[src/mteb_pkg.sv]
// mteb_pkg: shared widths, payload structs and defaults for the token-to-expert bucketing block
// used by mteb_cell and moe_token_expert_bucketing; depends on nothing
package mteb_pkg;

  localparam int EXPERT_W         = 7;
  localparam int TOKEN_W          = 6;
  localparam int WEIGHT_W         = 32;
  localparam int OFFSET_W         = 6;
  localparam int PPT_W            = 5;
  localparam int PICK_W           = 4;
  localparam int PPT_MAX          = 16;
  localparam int RESULT_LIMIT     = 64;
  localparam int EMIT_W           = $clog2(RESULT_LIMIT + 1);
  localparam int MAX_PAIRS_DEF    = 64;
  localparam int EXPERT_COUNT_DEF = 128;

  localparam logic [PPT_W-1:0] PPT_RESET = PPT_W'(8);

  // input word: one router pick
  typedef struct packed {
    logic [EXPERT_W-1:0] expert_sel;
    logic [WEIGHT_W-1:0] route_weight;
    logic                is_last;
  } pick_t;

  // output word: one dispatched pair
  typedef struct packed {
    logic [TOKEN_W-1:0]  token_index;
    logic [WEIGHT_W-1:0] out_weight;
    logic [EXPERT_W-1:0] group_expert;
    logic [OFFSET_W-1:0] group_offset;
    logic                first_in_group;
    logic                overflowed;
    logic                last_pair;
  } pair_t;

  // one stored entry of the chain
  typedef struct packed {
    logic [TOKEN_W-1:0]  token;
    logic [WEIGHT_W-1:0] weight;
    logic [EXPERT_W-1:0] expert;
  } entry_t;

  // per-cycle command broadcast to every cell
  typedef struct packed {
    logic ins;
    logic shl;
  } cell_ctrl_t;

endpackage

[src/mteb_cell.sv]
// mteb_cell: one slot of the sorted insertion chain
// depends on mteb_pkg; holds one entry, shifts right on insert, left on drain
module mteb_cell (
  input  logic                   clk_i,
  input  mteb_pkg::cell_ctrl_t   ctrl_i,
  input  logic                   occ_i,
  input  mteb_pkg::entry_t       new_i,
  input  logic                   left_gt_i,
  input  mteb_pkg::entry_t       left_i,
  input  mteb_pkg::entry_t       right_i,
  output logic                   gt_o,
  output mteb_pkg::entry_t       entry_o
);
  import mteb_pkg::*;

  entry_t entry_q, entry_d;

  // an empty slot counts as greater so the new entry lands at the tail
  assign gt_o = !occ_i || (entry_q.expert > new_i.expert);

  always_comb begin
    entry_d = entry_q;
    priority if (ctrl_i.ins) begin
      if (gt_o) begin
        entry_d = left_gt_i ? left_i : new_i;
      end
    end else if (ctrl_i.shl) begin
      entry_d = right_i;
    end
  end

  always_ff @(posedge clk_i) begin
    entry_q <= entry_d;
  end

  assign entry_o = entry_q;

endmodule

[config.mk]
export PLATFORM = sky130hd
export DESIGN_NAME = mteb_cell
export DESIGN_NICKNAME = d
export VERILOG_FILES = /design/src/mteb_pkg.sv /design/src/mteb_cell.sv
export SDC_FILE = /design/constraint.sdc
export NUM_CORES = 1
export LEC_CHECK = 0
export BUFFER_PORTS_ARGS = -buffer_cell sky130_fd_sc_hd__buf_2
export CAP_MARGIN = 15
export CORE_UTILIZATION = 41
export CTS_CLUSTER_SIZE = 40
export DETAILED_ROUTE_END_ITERATION = 8
export PLACE_DENSITY_LB_ADDON = 0.08
export SYNTH_ARGS = -nofsm -noshare
export SYNTH_HDL_FRONTEND = slang
export SYNTH_SLANG_ARGS = --single-unit
[constraint.sdc]
create_clock -name clk_i -period 5.5 [get_ports clk_i]
set_input_delay 1.1 -clock clk_i [delete_from_list [all_inputs] [get_ports clk_i]]
set_output_delay 1.1 -clock clk_i [all_outputs]
set_load 0.1 [all_outputs]
==> results.md, run 1 <==
- Status: finished clean
- CTS Buffer Depth: 2
- DRT Wirelength: 6.053 mm
- Gate Count Post-Synth: 222
- Setup Buffers After CTS: 0
- Metal2 WL: 2.936 mm
- Die Y: 80.28 um
- Clock Latency Late Sink: 0.30 ns
- Cts bufs inserted: 5
- Ports: 186
- GP Congestion: 0.8182
- Drt pass-1 iters: 6
- CP Buf/Inv Count: 3
- Worst-Margin Slew: 0.9620 ns
- CP Class: in2out
- Top cell family by delay on the critical path: buffers and inverters
- Synth unique cells: 17
- Global route total overflow: 0
- FP Rows: 28
- Vias per inst: 4.713
- Avg WL per Cell: 12.66 um
- DP Wirelength: 4.666 mm
- CP max stage delay: 0.42 ns
- Largest register FFs: 45
- Worst hold path class: in2reg
- Antenna violations before repair: 0
- # diodes: 0
- Peak Freq: 273.9 MHz
- Hold Path Depth: 3
- Worst vdd ir: 0.0001802 V
- Worst-path fanout max: 3
- DRC marker count from the first detailed-route iteration: 70
- Buffers added on ports: 185
- Reg2Reg Depth: 6
- Hold_ws: 1.121 ns
- RSZ-0062 raised after global routing: false
- Via Count: 2253
- Cts hold-fix bufs: 0
- Commonest non-fill, non-tap cell in the layout: buf_2
- H-tree Lvls: 2
- CP Depth: 8
- Final min period: 3.651 ns
- PwrDens: 307.0 nW/um^2
- Syn Std Cell Area: 2512 sq um
- Metal3 WL: 483 um
- Final ANT Viol Nets: 0
- CP Launch Type: input port
- P&R area growth vs syn: 39.94%
- Setup TNS: 0 ns
- Slowest CP cell: buf_2
- Global-route usage over all layers: 19.40%
- Crit end category: output port
- Critical-path cell list: buf_2 > inv_1 > ha_1 > nand2_1 > o21ai_0 > o22ai_1 > nand2_1 > buf_2
- Data arrival, critical path: 2.55 ns
- Worst EP required: 4.40 ns
- Tcrit/Tclk final: 66.38%
- First-pass GRT wire length: 9.328 mm
- Uppermost routed layer: met4
- Worst clock skew: 0.008373 ns
- Post-Syn Nets: 369
- Syn. warnings: 0
- Post_cts resized: 0
- # nets final: 549
- Die X: 80.28 um
- Vias in the first global route: 2092
- Layout cells sized above 1: 48.39%
- CTS tree: done
- Register bit total from synthesis: 45
- Slew HR: 35.86%
- Wl on met1: 2.480 mm
- CTS root buf: clkbuf_8
- Reg clk slew, reported paths: 0.08 ns
- Number of clock sinks: 45
- Post-synthesis sequential area ratio: 53.78%
- Largest net degree at the start of global routing: 93
- Slew Viols, Final: 0
- Max_cap viols: 0
- Avg Cell Area, Syn: 11.32 sq um
- Final setup viols: 0
- DRC: 0
- Commonest non-fill, non-tap cells in the layout: buf_2 (185), a21oi_1 (49), nor2_1 (46)
- Initial Util: 42.43%
- Die ar.: 6445 sq um
- Pleak: 1.748 nW
- Final Hold Violating Endpoints: 0
- Core area: 5921 sq um
==> power breakdown <==
group / internal (mW) / leakage (nW) / switching, mW / total [mW]
Combinational: 0.0961 / 1.26 / 0.356 / 0.452
Sequential: 0.425 / 0.442 / 0.0105 / 0.435
Clock: 0.0856 / 0.0430 / 0.107 / 0.192
Total: 0.607 / 1.75 / 0.473 / 1.08
==> synth_stat cells, drive strengths merged <==
cell type | count | area share [%]
buf | 10 | 4.6
nand3b | 1 | 0.30
a21oi | 49 | 9.8
nor2 | 46 | 6.9
a31oi | 1 | 0.25
nand3 | 1 | 0.20
edfxtp | 45 | 54
inv | 7 | 1.0
clkbuf | 5 | 0.75
ha | 7 | 3.5
nand2 | 2 | 0.30
o22ai | 1 | 0.25
nand4 | 1 | 0.25
o21ai | 1 | 0.20
mux2i | 45 | 18
==> per-layer routing <==
metal / vias up / track usage [%]
met2: 115 / 34.44
met4: 0 / 8.929
met5: - / 0
li1: 1170 / -
met1: 955 / 21.93
met3: 13 / 4.545
==> final timing paths <==
| path | startpoint | endpoint | slack (ns) |
|---|---|---|---|
| max reg2reg | entry_o[6] | entry_o[0] | 2.74 |
| max | new_i[6] | gt_o | 1.85 |
| min reg2reg | entry_o[1] | entry_o[41] | 1.51 |
| min | right_i[10] | entry_o[10] | 1.12 |
==> cell families after synthesis <==
group	count (synthesis)	share of synthesized area (%)
and+or+nand+nor	51	7.919
DFF	45	53.79
AOI/OAI and AO/OA	52	10.46
muxes	45	17.93
adders and majority gates	7	3.486
buffers and inverters	22	6.425
==> area by class of cell <==
cell class | count | area [sq um]
Fill cell | 542 | 2405
Sequential cell | 45 | 1351
Multi-Input combinational cell | 155 | 1015
Timing Repair Buffer | 188 | 948.4
Tap cell | 75 | 93.84
Clock buffer | 5 | 68.82
Inverter | 7 | 26.28
Clock inverter | 3 | 12.51
==> worst register-to-register path: cells and delay by family (launching register included) <==
kind,cells,cell delay (ns)
compound gates,3,1.23
fa+ha+maj,1,0.34
buf+inv,1,0.41
flops,1,0.40
simple gates,1,0.08
==> metrics by stage <==
step           cells  utilization (%)  cell area [sq um]  power (mW)  worst slack [ns]
3_5_place_dp     470            58.01               3435      0.8977             1.864
5_1_grt          478            59.38               3516       1.128             1.783
6_report         478            59.38               3516       1.079             1.849
3_3_place_gp     470            58.01               3435      0.8918             1.956
2_1_floorplan    222                -               2512      0.8001            0.9609
4_1_cts          478            59.38               3516       1.088             1.848
No activity file was read; power rests on OpenSTA's default activity.
==> run 2, diff against run 1 <==
--- a/config.mk
+++ b/config.mk
@@ -7,7 +7,7 @@
 export LEC_CHECK = 0
 export BUFFER_PORTS_ARGS = -buffer_cell sky130_fd_sc_hd__buf_2
 export CAP_MARGIN = 15
-export CORE_UTILIZATION = 41
+export CORE_UTILIZATION = 37
 export CTS_CLUSTER_SIZE = 40
 export DETAILED_ROUTE_END_ITERATION = 8
 export PLACE_DENSITY_LB_ADDON = 0.08
==> constraint.sdc (replaced) <==
create_clock -name clk_i -period 3.3 [get_ports clk_i]
set_input_delay 0.66 -clock clk_i [delete_from_list [all_inputs] [get_ports clk_i]]
set_output_delay 0.66 -clock clk_i [all_outputs]
set_load 0.1 [all_outputs]
==> run 2 against run 1 <==
Compared with the run above: the flow now finishes with violations (DRC); cell count grew 0.63%; setup slack lost 1.2 ns; core utilization fell by 4.6 points; cell area grew 0.71%; global-route usage down 2.3 points; first-iteration DRC count is 20% lower; highest routed layer unchanged; via count is 0.18% lower; routed wire length decreased by 2.1%.
==> results.md, run 2 (same netlist as run 1, synthesis figures left out) <==
- Status: finished with violations
- Failing checks: DRC
- CTS Buffer Depth: 2 (unchanged)
- CTS tree: done
- Max_cap viols: 0 (unchanged)
- Final min period: 2.658 ns
- Commonest non-fill, non-tap cells in the layout: buf_2 (185), a21oi_1 (49), nor2_1 (46)
- Layout cells sized above 1: 48.51% (+0.13 points)
- Slew Viols, Final: 0 (unchanged)
- Die X: 84.41 um (+5.1%)
- Cts bufs inserted: 5 (unchanged)
- FP Rows: 29 (+3.6%)
- Number of clock sinks: 45 (unchanged)
- Largest net degree at the start of global routing: 47 (-49%)
- Commonest non-fill, non-tap cell in the layout: buf_2
- Avg WL per Cell: 12.32 um (-2.7%)
- Ports: 186 (unchanged)
- Reg clk slew, reported paths: 0.08 ns (about the same)
- FF+latch area: 1351 sq um (unchanged)
- Vias per inst: 4.676 (-0.80%)
- GP Congestion: 0.7241 (-12%)
- Finished Layout Cells: 481 (+0.63%)
- Worst-path fanout max: 3 (unchanged)
- Final ANT Viol Nets: 0 (unchanged)
- CTS root buf: clkbuf_8
- DRC: 14 (+14)
- # nets final: 551 (+0.36%)
- Slowest CP cell: buf_2
- Peak Freq: 376.2 MHz
- Slew HR: 54.85% (+19 points)
- Pleak: 1.757 nW (+0.56%)
- Worst-Margin Slew: 0.6772 ns (-0.2848 ns)
- Tcrit/Tclk final: 80.54%
- Tot Pwr: 1.792 mW (+66%)
- Hold_ws: 0.6822 ns (-0.4389 ns)
- Setup Buffers After CTS: 0 (unchanged)
- Worst vdd ir: 0.0001927 V (+6.9%)
- Buffers added on ports: 185 (unchanged)
- Global route total overflow: 0 (unchanged)
- DP Wirelength: 4.641 mm (-0.53%)
- Largest register FFs: 45 (unchanged)
- P&R area growth vs syn: 40.94%
- Die ar.: 7124 sq um (+11%)
- Power Internal: 1.014 mW (+67%)
- Drt pass-1 iters: 6 (unchanged)
- Sequential share of power: 40.4% (about the same)
- Final core occ: 54.82% (-4.6 points)
- Core area: 6459 sq um (+9.1%)
- Final setup viols: 0 (unchanged)
- Via Count: 2249 (-0.18%)
- Post_cts resized: 0 (unchanged)
- Critical-path cell list: buf_2 > inv_1 > ha_1 > nand4_1 > a21oi_1 > o22ai_1 > nand2_1 > buf_2
- Worst clock skew: 0.003080 ns (-0.005293 ns)
- Multi-input logic area: 1015 sq um (unchanged)
- CP max stage delay: 0.42 ns (about the same)
- Data arrival, critical path: 2.00 ns (-0.55 ns)
- Placed cells: 474 (+0.85%)
- Final Hold Violating Endpoints: 0 (unchanged)
- Initial Util: 38.90% (-3.5 points)
- RSZ-0062 raised after global routing: false
- Sw Share: 43.44% (-0.35 points)
- Worst hold path class: in2reg
- Cts hold-fix bufs: 0 (unchanged)
- Clock Latency Late Sink: 0.29 ns (about the same)
- CP Class: in2out
- CP Launch Type: input port
- DRC marker count from the first detailed-route iteration: 56 (-20%)
- Vias in the first global route: 2080 (-0.57%)
- PwrDens: 506.2 nW/um^2 (+65%)
- Setup TNS: 0 ns (unchanged)
- Die Y: 84.41 um (+5.1%)
- First-pass GRT wire length: 9.584 mm (+2.7%)
- Clk pwr share: 17.4% (-0.4 points)
- Comb pwr share: 42.2% (+0.3 points)
- Fillers: 617 (+14%)
- Sw power: 778.6 uW (+65%)
- Antenna violations before repair: 0 (unchanged)
- DRT Wirelength: 5.924 mm (-2.1%)
- Global-route usage over all layers: 17.06% (-2.3 points)
- H-tree Lvls: 2 (unchanged)
- Worst EP required: 2.64 ns (-1.76 ns)
- Crit end category: output port
- Most used cell, CP: buf_2
- # diodes: 0 (unchanged)
[run 2: routing by layer]
layer / share of wire (%) / routed length, um / track usage, % / vias to the layer above
met3: 11 / 633 / 5.801 / 6
met4: 1.0 / 60 / 4.622 / 0
li1: - / - / - / 1170
met2: 49 / 2932 / 30.33 / 111
met5: 0 / 0 / 0 / -
met1: 39 / 2298 / 19.67 / 962
[run 2: metrics by stage]
step / area [sq um] / setup WS (ns)
2_1_floorplan: 2527 / 0.2439
3_3_place_gp: 3465 / 0.6374
3_5_place_dp: 3465 / 0.6334
4_1_cts: 3541 / 0.6334
5_1_grt: 3541 / 0.5277
6_report: 3541 / 0.6421
[run 2: critical path: cells and delay by family]
family	cells	cell delay (ns)
buffers and inverters	3	0.55
adder cells (fa/ha/maj)	1	0.30
AO/OA/AOI/OAI	2	0.27
AND/OR/NAND/NOR	2	0.22
[run 2: final cells by class]
type                            count  area share, %
Clock inverter                      1         0.1060
Tap cell                           77          2.721
Inverter                            7         0.7420
Timing Repair Buffer              190          27.56
Clock buffer                        6          2.049
Multi-Input combinational cell    155          28.66
Sequential cell                    45          38.16
[run 2: path summary, 6_finish.rpt]
kind / start / end / slack [ns] / cells after the start
max: new_i[6] / gt_o / 0.64 / 8
min: right_i[16] / entry_o[16] / 0.68 / 3
max reg2reg: entry_o[6] / entry_o[19] / 1.34 / 6
min reg2reg: entry_o[6] / entry_o[41] / 1.39 / 6
[run 2: power by group through the flow]
stage	combinational (mW)	sequential, mW	clock (mW)
6_report	0.756	0.724	0.313
5_1_grt	0.795	0.731	0.352
4_1_cts	0.763	0.725	0.331
3_5_place_dp	0.763	0.737	0
3_3_place_gp	0.758	0.735	0
2_1_floorplan	0.159	1.17	0
==> run 3, diff against run 2 <==
--- a/config.mk
+++ b/config.mk
@@ -5,9 +5,10 @@
 export SDC_FILE = /design/constraint.sdc
 export NUM_CORES = 1
 export LEC_CHECK = 0
+export ABC_AREA = 1
 export BUFFER_PORTS_ARGS = -buffer_cell sky130_fd_sc_hd__buf_2
 export CAP_MARGIN = 15
-export CORE_UTILIZATION = 37
+export CORE_UTILIZATION = 41
 export CTS_CLUSTER_SIZE = 40
 export DETAILED_ROUTE_END_ITERATION = 8
 export PLACE_DENSITY_LB_ADDON = 0.08
==> constraint.sdc (replaced) <==
create_clock -name clk_i -period 2.72 [get_ports clk_i]
set_input_delay 0.544 -clock clk_i [delete_from_list [all_inputs] [get_ports clk_i]]
set_output_delay 0.544 -clock clk_i [all_outputs]
set_load 0.1 [all_outputs]
==> run 3 against run 2 <==
Compared with the run above: the run now ends clean; core utilization increased by 4.7 points; largest cell class unchanged; setup slack worse by 0.35 ns; critical path type is now reg2out; via count is 15% higher; first-iteration DRC count is 27% higher; largest power group unchanged; routed wire length rose by 16%; clock skew up 0.0012 ns; clock-buffer cell count is 1 lower; die area decreased by 8.4%; global-route usage is 3.4 points higher; total power increased by 26%; highest routed layer unchanged.
==> results.md, run 3 <==
- Data arrival, critical path: 1.89 ns (-0.11 ns)
- Final min period: 2.430 ns
- Worst clock skew: 0.004316 ns (+0.001236 ns)
- Global-route usage over all layers: 20.43% (+3.4 points)
- Die ar.: 6526 sq um (-8.4%)
- Vias in the first global route: 2125 (+2.2%)
- Buffers added on ports: 185 (unchanged)
- Worst-path fanout max: 2 (-1)
- Tcrit/Tclk final: 89.33%
- Worst EP required: 2.18 ns (-0.46 ns)
- DP Wirelength: 5.105 mm (+10%)
- Core area: 5956 sq um (-7.8%)
- Final setup viols: 0 (unchanged)
- Largest net degree at the start of global routing: 46 (-2.1%)
- Most used cell, CP: nand2_1
- Worst vdd ir: 0.0003127 V (+62%)
- PwrDens: 634.3 nW/um^2 (+25%)
- Commonest non-fill, non-tap cell in the layout: buf_2
- Die Y: 80.79 um (-4.3%)
- FP Rows: 28 (-3.4%)
- CP max stage delay: 0.42 ns (about the same)
- Initial Util: 42.73% (+3.8 points)
- Worst slack at placement: 0.3429 ns (-0.2904 ns)
- Register bit total from synthesis: 45 (unchanged)
- First-pass GRT wire length: 10.13 mm (+5.7%)
- Die X: 80.79 um (-4.3%)
- Clock Latency Late Sink: 0.28 ns (about the same)
- Pleak: 1.722 nW (-2.0%)
- Global route total overflow: 0 (unchanged)
- Asr flop ratio synth: 0% (unchanged)
- Post_cts resized: 0 (unchanged)
- Synth unique cells: 17 (unchanged)
- GP Congestion: 0.7963 (+10%)
- Via Count: 2578 (+15%)
- Status: finished clean
- CTS tree: done
- Layout cells sized above 1: 43.91% (-4.6 points)
- Reg clk slew, reported paths: 0.08 ns (about the same)
- Main synth FF type: edfxtp_1
- Synth Area in Simple Gates: 16.13% (+8.2 points)
- Top cells by count, synth: nand2_1 (58), o21ai_1 (49), edfxtp_1 (45), nor2_1 (45), o21ai_0 (41)
- Setup crit start: entry_o[6]
- Critical path destination: gt_o
- CP Launch Type: register
- DRT Wirelength: 6.884 mm (+16%)
- Slowest CP cell: edfxtp_1
- CP Depth: 8 (unchanged)
- Reg2Reg Depth: 10 (+4)
- Post-Syn Nets: 429 (+16%)
- Slew HR: 65.62% (+11 points)
- Setup Buffers After CTS: 0 (unchanged)
- Crit end category: output port
- Final worst setup slack: 0.2902 ns (-0.3518 ns)
- Setup TNS: 0 ns (unchanged)
- CP Buf/Inv Count: 1 (-2)
- Peak Freq: 411.6 MHz
- Drt pass-1 iters: 4 (-2)
- Avg Cell Area, Syn: 9.025 sq um (-20%)
- Slew Viols, Final: 0 (unchanged)
- Largest family of logic cells by synthesized area: compound AO/OA/AOI/OAI gates
- Gate Count Post-Synth: 282 (+27%)
- Top cell family by delay on the critical path: simple AND/OR/NAND/NOR gates
- DRC: 0 (-14)
- CP Class: reg2out
- # diodes: 0 (unchanged)
- Ports: 186 (unchanged)
- Cts hold-fix bufs: 0 (unchanged)
- Syn. warnings: 0 (unchanged)
- FF-to-FF End: entry_o[16]
- Avg WL per Cell: 12.87 um (+4.5%)
- Count leader, synth: nand2_1
- Vias per inst: 4.819 (+3.1%)
- Max_cap viols: 0 (unchanged)
- Cell taking the most area after synthesis: edfxtp_1
- CTS root buf: clkbuf_8
- Reg2reg start: entry_o[6]
- Hold Path Depth: 3 (unchanged)
- RSZ-0062 raised after global routing: false
- Critical-path cell list: ha_1 > nand2_1 > nor2_2 > nand2_1 > nand2_1 > nand2_1 > nand2_4 > buf_2
- Commonest non-fill, non-tap cells in the layout: buf_2 (185), nand2_1 (57), o21ai_1 (49)
- Largest register FFs: 45 (unchanged)
- Final Hold Violating Endpoints: 0 (unchanged)
- H-tree Lvls: 2 (unchanged)
- Post-synthesis adder-cell area fraction: 3.441% (-0.045 points)
- Xor and xnor area share after synthesis: 0% (unchanged)
- Syn Std Cell Area: 2545 sq um (+1.3%)
- Cts bufs inserted: 5 (unchanged)
- Ranking of synthesized cells by area: edfxtp_1 (53%), o21ai_1 (9.6%), nand2_1 (8.6%), o21ai_0 (8.1%), nor2_1 (6.6%)
- Post-synthesis sequential area ratio: 53.10% (-0.69 points)
- Multiplexer area fraction after synthesis: 0% (-18 points)
- Final ANT Viol Nets: 0 (unchanged)
- R2R setup slack: 0.68 ns (-0.66 ns)
- CTS Buffer Depth: 2 (unchanged)
- P&R area growth vs syn: 39.33%
- Antenna violations before repair: 0 (unchanged)
- DRC marker count from the first detailed-route iteration: 71 (+27%)
- EDFF count, synth: 45 (unchanged)
- Number of clock sinks: 45 (unchanged)
- # nets final: 607 (+10%)
- Worst hold path class: in2reg
- Compound-gate portion of the synthesized area: 18.24% (+7.8 points)
- Yosys top cell area share: 53.10% (-0.69 points)
- Worst-Margin Slew: 0.5193 ns (-0.1579 ns)
## run 3: tightest hold or removal path: stages
cell and delay (ns):
buf_2 0.08, nand2_1 0.04, o21ai_1 0.06
## run 3: power by group
part / total [mW] / switching (mW) / leakage, nW / internal, mW
Clock: 0.470 / 0.203 / 0.0540 / 0.267
Combinational: 0.900 / 0.718 / 1.22 / 0.182
Sequential: 0.879 / 0.0214 / 0.445 / 0.858
## run 3: worst min path at each step
stage                            from          end  slack [ns]
after floorplan            right_i[0]   entry_o[0]        0.74
after global placement     right_i[2]   entry_o[2]        0.83
after detailed placement  right_i[36]  entry_o[36]        0.84
after CTS                  right_i[1]   entry_o[1]        0.52
after global routing      right_i[27]  entry_o[27]        0.53
final                     right_i[36]  entry_o[36]        0.54
## run 3: routing by layer
layer  wire [um]  vias up  GRT usage (%)
met5           0        -              0
met4          26        0          3.750
met3         434        2          4.045
met2        3591      100          37.97
met1        2832     1154          24.53
li1            -     1322              -
## run 3: layout make-up
type / count / area [sq um]
sequential: 45 / 1351
inverter: 13 / 53.80
clock inverter: 2 / 35.03
clock buffer: 5 / 68.82
fill: 556 / 2410
tap: 75 / 93.84
multi-input combinational: 206 / 974.7
timing repair buffer: 189 / 968.4
## run 3: metrics by stage
| stage | hold slack [ns] | util, % | std cells | instance area, sq um | power, mW |
|---|---|---|---|---|---|
| after global routing | 0.5329 | 59.54 | 535 | 3546 | 2.352 |
| after detailed placement | 0.8362 | 57.79 | 528 | 3442 | 1.800 |
| after CTS | 0.5226 | 59.54 | 535 | 3546 | 2.277 |
| after global placement | 0.8289 | 57.79 | 528 | 3442 | 1.788 |
| after floorplan | 0.7352 | - | 282 | 2557 | 1.603 |
| final | 0.5409 | 59.54 | 535 | 3546 | 2.249 |
## run 3: cells by family after synthesis
family,after synthesis
and+or+nand+nor,107
AOI/OAI and AO/OA,92
DFF,45
buffers and inverters,31
adders and majority gates,7
